<file path="config.mk">
export PLATFORM = sky130hd
export DESIGN_NAME = selective_repeat_send_window
export DESIGN_NICKNAME = d
export VERILOG_FILES = /design/src/design/srsw_pkg.sv /design/src/design/selective_repeat_send_window.sv /design/src/design/srsw_cell.sv
export SDC_FILE = /design/constraint.sdc
export NUM_CORES = 1
export LEC_CHECK = 0
export BUFFER_PORTS_ARGS = -buffer_cell sky130_fd_sc_hd__buf_4
export CELL_PAD_IN_SITES_DETAIL_PLACEMENT = 1
export CELL_PAD_IN_SITES_GLOBAL_PLACEMENT = 1
export CORE_ASPECT_RATIO = 0.5
export CORE_MARGIN = 2
export CORE_UTILIZATION = 42
export CTS_CLUSTER_DIAMETER = 150
export DETAILED_ROUTE_END_ITERATION = 8
export GPL_TIMING_DRIVEN = 0
export PLACE_DENSITY_LB_ADDON = 0.1
export SLEW_MARGIN = 10
export SYNTH_ARGS = -nofsm -noshare
export SYNTH_HDL_FRONTEND = slang
export SYNTH_SLANG_ARGS = --single-unit
export TNS_END_PERCENT = 100
</file>
<file path="constraint.sdc">
create_clock -name clk -period 3.2 [get_ports clk]
set_input_delay 0.8 -clock clk [delete_from_list [all_inputs] [get_ports clk]]
set_output_delay 0.8 -clock clk [all_outputs]
set_load 0.05 [all_outputs]
</file>
<file path="src/design/srsw_pkg.sv">
// ----------------------------------------------------------------------------
// srsw_pkg: shared types and constants of the selective-repeat send window
// Word formats, slot marks, action and result codes, and the cell interface.
// ----------------------------------------------------------------------------
package srsw_pkg;

    localparam int SEQ_W = 16;

    localparam logic [SEQ_W-1:0] MARK_OPEN   = 16'd65535;
    localparam logic [SEQ_W-1:0] MARK_ACKED  = 16'd65534;
    localparam logic [SEQ_W-1:0] FINAL_RESET = 16'd65533;
    localparam logic [7:0]       RESEND_RESET = 8'd10;

    localparam logic [1:0] ACT_SEND    = 2'd0;
    localparam logic [1:0] ACT_ACK     = 2'd1;
    localparam logic [1:0] ACT_TIMEOUT = 2'd2;
    localparam logic [1:0] ACT_UNUSED  = 2'd3;

    localparam logic [2:0] KIND_TAKEN   = 3'd0;
    localparam logic [2:0] KIND_FULL    = 3'd1;
    localparam logic [2:0] KIND_ACKED   = 3'd2;
    localparam logic [2:0] KIND_RESEND  = 3'd3;
    localparam logic [2:0] KIND_GIVE_UP = 3'd4;
    localparam logic [2:0] KIND_NONE    = 3'd5;

    localparam logic REG_RETRY_LIMIT = 1'b0;

    typedef struct packed {
        logic [1:0]       action;
        logic [SEQ_W-1:0] seq;
        logic             final_req;
    } in_t;

    typedef struct packed {
        logic [2:0]       kind;
        logic [SEQ_W-1:0] seq_res;
        logic             last;
        logic             done_res;
    } out_t;

    typedef struct packed {
        logic shift;
    } cell_ctl_t;

    typedef struct packed {
        logic open;
        logic acked;
        logic hit;
    } cell_stat_t;

endpackage

</file>
<file path="src/design/selective_repeat_send_window.sv">
// ----------------------------------------------------------------------------
// selective_repeat_send_window: sender-side window of a selective-repeat link
// A row of slot cells rotates past its head once per send, ack or timeout, where
// sends take an open slot, acks mark slots, and timeouts list pending slots.
//
//   channel   handshake              payload
//   command   start / busy           cmd    (in_t)
//   result    result_valid strobe    result (out_t)
//   config    APB psel / penable     pwdata, prdata
//
// A send or timeout rotates every slot past the head cell once and then closes;
// an ack does the same, then slides out every leading acknowledged slot. A
// timeout at the retry limit gives up without rotating.
// Each word is registered and appears in the cycle after it is formed; the receiver cannot stall.
// Reset opens every slot at once.
// ----------------------------------------------------------------------------
module selective_repeat_send_window
    import srsw_pkg::*;
#(
    parameter int WINDOW_SLOTS = 5
)
(
    input  logic        clk,
    input  logic        rst_n,
    input  logic        start,
    output logic        busy,
    input  in_t         cmd,
    output logic        result_valid,
    output out_t        result,
    input  logic        psel,
    input  logic        penable,
    input  logic        pwrite,
    input  logic [2:0]  paddr,
    input  logic [31:0] pwdata,
    output logic [31:0] prdata,
    output logic        pready
);

    localparam int CNT_W = $clog2(WINDOW_SLOTS);

    localparam logic [1:0] ST_IDLE  = 2'd0;
    localparam logic [1:0] ST_ROT   = 2'd1;
    localparam logic [1:0] ST_SLIDE = 2'd2;
    localparam logic [1:0] ST_FIN   = 2'd3;

    logic [1:0]       state_reg, state_next;
    logic [1:0]       op_reg, op_next;
    logic [SEQ_W-1:0] seq_reg, seq_next;
    logic             fin_reg, fin_next;
    logic [CNT_W-1:0] cnt_reg, cnt_next;
    logic             placed_reg, placed_next;
    logic             giveup_reg, giveup_next;
    logic             hold_valid_reg, hold_valid_next;
    logic [SEQ_W-1:0] hold_seq_reg, hold_seq_next;
    logic [7:0]       retry_reg, retry_next;
    logic [SEQ_W-1:0] acked_count_reg, acked_count_next;
    logic [SEQ_W-1:0] final_seq_reg, final_seq_next;
    logic [7:0]       retry_limit_reg, retry_limit_next;
    logic             res_valid_reg, res_valid_next;
    out_t             res_reg, res_next;

    cell_ctl_t        cell_ctl;
    logic [SEQ_W-1:0] tail;
    logic [SEQ_W-1:0] slot_w [WINDOW_SLOTS];
    cell_stat_t       stat_w [WINDOW_SLOTS];
    logic [SEQ_W-1:0] head;
    cell_stat_t       hst;
    logic             cfg_write;
    logic             done_now;

    genvar gi;
    generate
        for (gi = 0; gi < WINDOW_SLOTS; gi++)
        begin : g_cell
            if (gi == WINDOW_SLOTS - 1)
            begin : g_tail
                srsw_cell u_cell (
                    .clk  (clk),
                    .rst_n(rst_n),
                    .ctl  (cell_ctl),
                    .din  (tail),
                    .key  (seq_reg),
                    .slot (slot_w[gi]),
                    .stat (stat_w[gi])
                );
            end
            else
            begin : g_body
                srsw_cell u_cell (
                    .clk  (clk),
                    .rst_n(rst_n),
                    .ctl  (cell_ctl),
                    .din  (slot_w[gi+1]),
                    .key  (seq_reg),
                    .slot (slot_w[gi]),
                    .stat (stat_w[gi])
                );
            end
        end
    endgenerate

    assign head     = slot_w[0];
    assign hst      = stat_w[0];
    assign done_now = (acked_count_reg > final_seq_reg);

    assign cfg_write = psel && penable && pwrite;
    assign pready    = 1'b1;
    assign prdata    = (paddr[2] == REG_RETRY_LIMIT) ? {24'd0, retry_limit_reg} : 32'd0;

    always_comb
    begin
        retry_limit_next = retry_limit_reg;
        if (cfg_write && (paddr[2] == REG_RETRY_LIMIT))
        begin
            retry_limit_next = pwdata[7:0];
        end
    end

    always_comb
    begin
        state_next       = state_reg;
        op_next          = op_reg;
        seq_next         = seq_reg;
        fin_next         = fin_reg;
        cnt_next         = cnt_reg;
        placed_next      = placed_reg;
        giveup_next      = giveup_reg;
        hold_valid_next  = hold_valid_reg;
        hold_seq_next    = hold_seq_reg;
        retry_next       = retry_reg;
        acked_count_next = acked_count_reg;
        final_seq_next   = final_seq_reg;
        res_valid_next   = 1'b0;
        res_next         = res_reg;
        cell_ctl.shift   = 1'b0;
        tail             = head;

        unique case (state_reg)
            ST_IDLE:
            begin
                if (start)
                begin
                    op_next         = cmd.action;
                    seq_next        = cmd.seq;
                    fin_next        = cmd.final_req;
                    cnt_next        = '0;
                    placed_next     = 1'b0;
                    giveup_next     = 1'b0;
                    hold_valid_next = 1'b0;
                    unique case (cmd.action)
                        ACT_SEND:
                        begin
                            state_next = ST_ROT;
                        end
                        ACT_ACK:
                        begin
                            retry_next = 8'd0;
                            state_next = ST_ROT;
                        end
                        ACT_TIMEOUT:
                        begin
                            if (retry_reg >= retry_limit_reg)
                            begin
                                giveup_next = 1'b1;
                                state_next  = ST_FIN;
                            end
                            else
                            begin
                                retry_next = retry_reg + 8'd1;
                                state_next = ST_ROT;
                            end
                        end
                        default:
                        begin
                            state_next = ST_IDLE;
                        end
                    endcase
                end
            end
            ST_ROT:
            begin
                cell_ctl.shift = 1'b1;
                unique case (op_reg)
                    ACT_SEND:
                    begin
                        if (hst.open && !placed_reg && (seq_reg < MARK_ACKED))
                        begin
                            tail        = seq_reg;
                            placed_next = 1'b1;
                            if (fin_reg)
                            begin
                                final_seq_next = seq_reg;
                            end
                        end
                    end
                    ACT_ACK:
                    begin
                        if (hst.hit && (seq_reg < MARK_ACKED))
                        begin
                            tail = MARK_ACKED;
                            if (acked_count_reg != MARK_OPEN)
                            begin
                                acked_count_next = acked_count_reg + 16'd1;
                            end
                        end
                    end
                    ACT_TIMEOUT:
                    begin
                        if (!hst.open && !hst.acked)
                        begin
                            if (hold_valid_reg)
                            begin
                                res_valid_next   = 1'b1;
                                res_next.kind    = KIND_RESEND;
                                res_next.seq_res = hold_seq_reg;
                                res_next.last    = 1'b0;
                                res_next.done_res = done_now;
                            end
                            hold_seq_next   = head;
                            hold_valid_next = 1'b1;
                        end
                    end
                    default:
                    begin
                        tail = head;
                    end
                endcase
                if (cnt_reg == CNT_W'(WINDOW_SLOTS - 1))
                begin
                    state_next = (op_reg == ACT_ACK) ? ST_SLIDE : ST_FIN;
                end
                else
                begin
                    cnt_next = cnt_reg + CNT_W'(1);
                end
            end
            ST_SLIDE:
            begin
                if (hst.acked)
                begin
                    cell_ctl.shift = 1'b1;
                    tail           = MARK_OPEN;
                end
                else
                begin
                    state_next = ST_FIN;
                end
            end
            ST_FIN:
            begin
                state_next        = ST_IDLE;
                res_valid_next    = 1'b1;
                res_next.seq_res  = seq_reg;
                res_next.last     = 1'b1;
                res_next.done_res = done_now;
                unique case (op_reg)
                    ACT_SEND:
                    begin
                        res_next.kind = placed_reg ? KIND_TAKEN : KIND_FULL;
                    end
                    ACT_ACK:
                    begin
                        res_next.kind = KIND_ACKED;
                    end
                    ACT_TIMEOUT:
                    begin
                        if (giveup_reg)
                        begin
                            res_next.kind = KIND_GIVE_UP;
                        end
                        else if (hold_valid_reg)
                        begin
                            res_next.kind    = KIND_RESEND;
                            res_next.seq_res = hold_seq_reg;
                        end
                        else
                        begin
                            res_next.kind = KIND_NONE;
                        end
                    end
                    default:
                    begin
                        res_valid_next = 1'b0;
                    end
                endcase
            end
            default:
            begin
                state_next = ST_IDLE;
            end
        endcase
    end

    always_ff @(posedge clk or negedge rst_n)
    begin
        if (!rst_n)
        begin
            state_reg       <= ST_IDLE;
            placed_reg      <= 1'b0;
            giveup_reg      <= 1'b0;
            hold_valid_reg  <= 1'b0;
            cnt_reg         <= '0;
            op_reg          <= ACT_SEND;
            retry_reg       <= 8'd0;
            acked_count_reg <= 16'd0;
            final_seq_reg   <= FINAL_RESET;
            retry_limit_reg <= RESEND_RESET;
            res_valid_reg   <= 1'b0;
        end
        else
        begin
            state_reg       <= state_next;
            placed_reg      <= placed_next;
            giveup_reg      <= giveup_next;
            hold_valid_reg  <= hold_valid_next;
            cnt_reg         <= cnt_next;
            op_reg          <= op_next;
            retry_reg       <= retry_next;
            acked_count_reg <= acked_count_next;
            final_seq_reg   <= final_seq_next;
            retry_limit_reg <= retry_limit_next;
            res_valid_reg   <= res_valid_next;
        end
    end

    always_ff @(posedge clk)
    begin
        seq_reg      <= seq_next;
        fin_reg      <= fin_next;
        hold_seq_reg <= hold_seq_next;
        res_reg      <= res_next;
    end

    assign busy         = (state_reg != ST_IDLE);
    assign result_valid = res_valid_reg;
    assign result       = res_reg;

`ifndef SYNTHESIS
    a_last_frees: assert property (@(posedge clk) disable iff (!rst_n)
        (result_valid && result.last) |-> !busy)
        else $error("final word shown while a command is still in progress");

    a_early_resend_busy: assert property (@(posedge clk) disable iff (!rst_n)
        (result_valid && !result.last) |-> (busy && (result.kind == KIND_RESEND)))
        else $error("non-final word is not a resend inside a timeout");

    a_undef_ignored: assert property (@(posedge clk) disable iff (!rst_n)
        (start && !busy && (cmd.action == ACT_UNUSED)) |=> (!busy && !result_valid))
        else $error("undefined action started work or produced a word");

    a_retry_bound: assert property (@(posedge clk) disable iff (!rst_n)
        (start && !busy && (cmd.action == ACT_TIMEOUT) && (retry_reg >= retry_limit_reg))
        |=> ##1 (result_valid && (result.kind == KIND_GIVE_UP)))
        else $error("timeout at the retry limit did not give up");
`endif

endmodule

</file>
<file path="src/design/srsw_cell.sv">
// ----------------------------------------------------------------------------
// srsw_cell: one slot of the send window
// Holds a sequence number or a mark, takes its neighbor's word on a shift,
// and reports whether it is open, acknowledged, or matches the key.
// ----------------------------------------------------------------------------
module srsw_cell
    import srsw_pkg::*;
(
    input  logic             clk,
    input  logic             rst_n,
    input  cell_ctl_t        ctl,
    input  logic [SEQ_W-1:0] din,
    input  logic [SEQ_W-1:0] key,
    output logic [SEQ_W-1:0] slot,
    output cell_stat_t       stat
);

    logic [SEQ_W-1:0] slot_reg;
    logic [SEQ_W-1:0] slot_next;

    always_comb
    begin
        slot_next = slot_reg;
        if (ctl.shift)
        begin
            slot_next = din;
        end
    end

    always_ff @(posedge clk or negedge rst_n)
    begin
        if (!rst_n)
        begin
            slot_reg <= MARK_OPEN;
        end
        else
        begin
            slot_reg <= slot_next;
        end
    end

    assign slot       = slot_reg;
    assign stat.open  = (slot_reg == MARK_OPEN);
    assign stat.acked = (slot_reg == MARK_ACKED);
    assign stat.hit   = (slot_reg == key);

endmodule

</file>
* After elaboration in Yosys (flattened, before gate mapping)
Index checks and enable logic that the tools add are counted.
** Word-level totals
- Bits in registers :: 193
- Bits in latches :: 0
- RAM bits :: 0
- Memory bits (read-only) :: 0
- Input port bits :: 60
- Word-level logic and storage cells :: 128
- Memories kept :: 0
** Operators by class
- Add/sub/neg operators :: 3
- Multipliers :: 0
- Div/mod/pow operators :: 0
- Magnitude comparators :: 3
- Eq/ne operators :: 23
- Shifts and indexed selects :: 0
- Multiplexer cells :: 45
- Bitwise gates (word level) :: 1
- Reduce and logical (&&, ||, !) cells :: 30
** Operator list (count)
- $mux 16 :: 6
- $pmux 16 s2 :: 2
- $mux 21 :: 3
- $pmux 21 s2 :: 1
- $eq 16x16->1 const B :: 2
- $reduce_and 4->1 :: 6
- $ne 2x2->1 const B :: 10
- $add 16x1->16 const B :: 1
- $eq 16x16->1 :: 1
- $gt 16x16->1 :: 1
- $lt 16x16->1 const B :: 1
- $mux 8 :: 2
- $ne 16x16->1 const B :: 1
- $pmux 8 s2 :: 1
- $mux 1 :: 14
- $mux 3 :: 4
- $pmux 3 s3 :: 1
- $reduce_and 3->1 :: 3
- $add 8x1->8 const B :: 1
- $eq 2x2->1 const B :: 4
- $ge 8x8->1 :: 1
- $mux 2 :: 4
- $pmux 1 s2 :: 4
- $pmux 2 s4 :: 1
- other kinds (15) :: 30

* Depth between registers and ports, before layout
- Word-level depth :: 6
- Mapped depth :: 10
- Depth with buffers taken out :: 8

* Modules after synthesis
From an unflattened synthesis, not the netlist that was laid out.
** Unflattened totals
- Cell total of the unflattened synthesis :: 908
- Area, all modules :: 10562.6 um^2
** By module, submodules not included
- selective_repeat_send_window :: instances 1, cells an instance 598, area each 6402.4 um^2, seq. area each 3119.2 um^2
- srsw_cell :: instances 5, cells an instance 62, area each 832.0 um^2, seq. area each 420.4 um^2

* Worst setup path after synthesis
Ideal clock, no wire load.
- Kind :: reg-to-reg
- Start :: reg state_reg[1]
- End :: reg res_reg, in the netlist result[18], enable pin
- Setup time :: 304 ps
- Arrival time :: 2956 ps
- Data required time :: 2896 ps
- Slack :: -60 ps
- Cell stages (with the launch flop) :: 9
- Cells stage by stage :: dfrtp_1 -> inv_1 -> ha_1 -> clkbuf_1 -> nand2_1 -> nor2_1 -> nand2_1 -> o21ai_0 -> o21a_1
** On the way
- Word-level cells in the longest chain between the ends :: 3
- Elaborated cells between the ends (all ways) :: 8
** RTL lines
- start: declaration :: RTL line selective_repeat_send_window.sv:46 : logic [1:0] state_reg, state_next;
- start signal: assignment :: RTL line selective_repeat_send_window.sv:312 : state_reg <= state_next;
- $eq 2x2->1 / $eq 2x1->1 (equally long branches) :: RTL line selective_repeat_send_window.sv:138 : unique case (state_reg)
- $ne 4x4->1 (no line) (tied with other cells)
- $reduce_and 5->1 (no line) *
- end signal: assignment :: RTL line selective_repeat_send_window.sv:331 : res_reg <= res_next;
- end: declaration :: RTL line selective_repeat_send_window.sv:60 : out_t res_reg, res_next;
Every way passes the cells marked *; elsewhere a longest branch is shown, timed or not.
A chain may end at the register's enable or synchronous reset.

* Worst setup path after layout
- Start :: reg state_reg[1]
- End :: reg res_reg, in the netlist result[19], enable pin
The elaborated chain is that of the path after synthesis.

==> reports/metrics.csv <==
stage;metric;value;unit
status;status;complete, no violations;
clock_network;clockBufferDepth;2;
worst_setup_path;startpoint_type;flop;
placed_design;pre_cts_slack;63.9;ps
final_layout;areaGrowthSynthToFinish;17.1;%
worst_setup_path;crit_path_cell_trace;inv_1 -> ha_1 -> clkbuf_1 -> nand2_1 -> nor2_4 -> nand2_1 -> o21ai_2 -> o21a_1;
sta;setup_viol;0;
sta;maxSlewHeadroom;35.0;%
sta;layout_min_cycle_time;2860;ps
placed_design;gp_congestion;0.770;
grt;antenna_found_initial;0;
grt;grt_pass1_vias;6794;
yosys;synth_edf_count;54;
sta;worst_slew_pin_slew;974;ps
final_layout;largest_register_ffs;64;
worst_setup_path;crit_buf_inv;2;
yosys;synthCells;855;
sta;max_freq;0.350;GHz
yosys;syn_avg_cell_area;10.8;um^2
pwr;p_leak;0.00474;uW
floorplan;rows;38;
placed_design;place_hpwl;17300;um
yosys;synth_top_area_share;27.5;%
clock_network;htreeDepth;4;
drt;wl_per_cell;18.6;um
yosys;async_flop_share;72.0;%
clock_network;hold_buffers;0;
drt;via_count;6532;
grt;groute.usage.overall;21.7;%
grt;grt_pass1_wl;38400;um
clock_network;root_buffer;clkbuf_16;
final_layout;drive_above_1_share;29.7;%
worst_setup_path;worstSetupPathType;flop to flop;
sta;final.setup.tns;0;ps
yosys;yosys_warnings;0;
sta;skew;8.82;ps
final_layout;n_antenna_cell;0;
yosys;ys_ff_latch;193;
floorplan;die_h;109;um
yosys;synth_area_leader_cell;dfstp_2;
worst_setup_path;crit_required;3350;ps
worst_setup_path;cpMostUsedCell;nand2_1;
drt;drt-initial-drc-count;454;
drt;drt-vias-per-instance;5.12;
sta;final_hold_viol_count;0;
pwr;power.density;888;nW/um^2
yosys;ys_top_cells_by_count;nand2_1 (225), dfstp_2 (97), edfxtp_1 (54);
yosys;ys.flop_type;dfstp_2;
drt;routed_wl;23800;um
drt;drc;0;
final_layout;final-seq-area;5220;um^2
sta;fin_crit_sh;89.3;%
worst_setup_path;cp.depth;8;
worst_setup_path;cp.arrival;3010;ps
worst_setup_path;crit_family;simple AND/OR/NAND/NOR gates;
worst_setup_path;path_max_fanout;18;
sta;maxSlewViolCount;0;
clock_network;clkTransAtPathRegs;70;ps
run;cap_violations;0;
drt;ant_nets;0;
drt;drtPass1Iterations;4;
sta;rsz0062_at_grt;false;
worst_setup_path;slowest_stage;clkbuf_1;
worst_setup_path;worstSetupEndpointType;flop;
floorplan;start_util;42.8;%
sta;fin_ws;342;ps
pwr;ir_drop;0.374;mV
final_layout;nNetsFinal;1061;
floorplan;die_x;214;um
floorplan;core_area;21600;um^2
clock_network;post-cts-setup-buffer-count;0;
yosys;synth_area_leaders;dfstp_2 (28%), edfxtp_1 (18%), dfrtp_1 (11%);
placed_design;io_buffers;63;
clock_network;clkLatencyLatePin;450;ps
worst_setup_path;max_stage_delay;450;ps
yosys;yosysSeqAreaShare;56.4;%
clock_network;numCtsBuffers;17;
grt;grt_start_max_net_pins;76;
final_layout;multiInputGateArea;3630;um^2
yosys;netlist_area;9250;um^2
pwr;total_power;9620;uW
min_path;hold_path_class;input pin to async pin;
worst_setup_path;r2r-start;state_reg[1]$_DFFE_PN0P_;
worst_setup_path;startpoint;state_reg[1]$_DFFE_PN0P_;
worst_setup_path;r2r_cells;8;
clock_network;cts.sinks;193;
clock_network;cts_tree;built;
grt;grt_overflow;0;
yosys;ys_types;59;
floorplan;dieArea;23300;um^2
final_layout;fill_cells;2394;
floorplan;ioPinCount;116;
yosys;yosysMostFrequentCell;nand2_1;
final_layout;postLayoutCoreUtil;50.1;%
kinds of logic (layout without fill, tap and decap cells):
| group | Yosys count | in the layout | share of synthesized area, % |
|---|---|---|---|
| buffers and inverters | 91 | 188 | 5.35 |
| XOR/XNOR | 31 | 31 | 2.93 |
| other | 2 | 25 | 0.0812 |
| AO/OA/AOI/OAI | 105 | 105 | 7.29 |
| multiplexers | 42 | 42 | 5.52 |
| adder cells (fa/ha/maj) | 39 | 39 | 5.27 |
| AND/OR/NAND/NOR | 352 | 352 | 17.1 |
| flip-flops | 193 | 193 | 56.4 |
metal layers:
metal | wire length, um | global-route usage (%) | vias to the layer above | part of all wire [%]
li1 | - | - | 3094 | -
met1 | 11700 | 30.5 | 3320 | 49
met2 | 10800 | 34.2 | 93 | 46
met3 | 954 | 4.74 | 25 | 4.0
met4 | 225 | 5.54 | 0 | 0.95
met5 | 0 | 0 | - | 0
what timing repair did:
action,CTS,global route
setup endpoints to repair,0,17
resized for setup,0,1
hold endpoints to repair,0,0
power by group:
part	internal, uW	switching (uW)	total, uW
combinational	1110	2140	3250
clock	1200	993	2190
sequential	3630	553	4180
total	5940	3690	9620
through the flow:
step | cells | instance area (um^2) | hold slack [ps]
after CTS | 1275 | 10800 | 348
after global routing | 1275 | 10800 | 349
after global placement | 1241 | 10200 | 437
after floorplan | 878 | 9340 | 435
final | 1275 | 10800 | 301
after detailed placement | 1243 | 10200 | 444
cell type report:
cell class	count	share of cell area, %
clock inverter	11	1.17
sequential	193	48.2
timing repair buffer	65	4.79
inverter	39	1.35
clock buffer	21	4.25
multi-input combinational	594	33.5
buffer	52	3.22
tap	300	3.47
placed cells by master (no fill, tap or decap), types with 5 or more instances in the layout:
| master | instances |
|---|---|
| buf_2 | 11 |
| nand3_1 | 24 |
| o21ai_0 | 19 |
| conb_1 | 25 |
| nor2b_1 | 5 |
| nand4_1 | 17 |
| a21o_1 | 6 |
| dfrtp_1 | 42 |
| buf_6 | 5 |
| dfstp_2 | 97 |
| inv_1 | 39 |
| nand2b_1 | 5 |
| nor3_1 | 9 |
| clkbuf_1 | 13 |
| nand2_1 | 225 |
| clkbuf_16 | 17 |
| o22ai_1 | 5 |
| a21oi_1 | 30 |
| ha_1 | 39 |
| mux2_4 | 10 |
| o211ai_1 | 13 |
| nor2_1 | 33 |
| or2_2 | 5 |
| xor2_1 | 11 |
| buf_4 | 87 |
| xnor2_1 | 20 |
| edfxtp_1 | 54 |
| mux2_2 | 32 |
| a22oi_1 | 8 |
final timing paths:
check,end,slack [ps]
worst min register to register,g_cell[1].g_body.u_cell.slot[1]$_DFFE_PN1P_,450
worst max-delay path,result[19]$_SDFFCE_PN1P_,340
worst min-delay path,acked_count_reg[0]$_DFFE_PN0P_,300
worst max register to register,result[19]$_SDFFCE_PN1P_,340
min in group clk,g_cell[1].g_body.u_cell.slot[1]$_DFFE_PN1P_,450
max in group asynchronous,retry_limit_reg[1]$_DFFE_PN1P_,1990
Note: power is estimated with default switching activity, not from simulation.
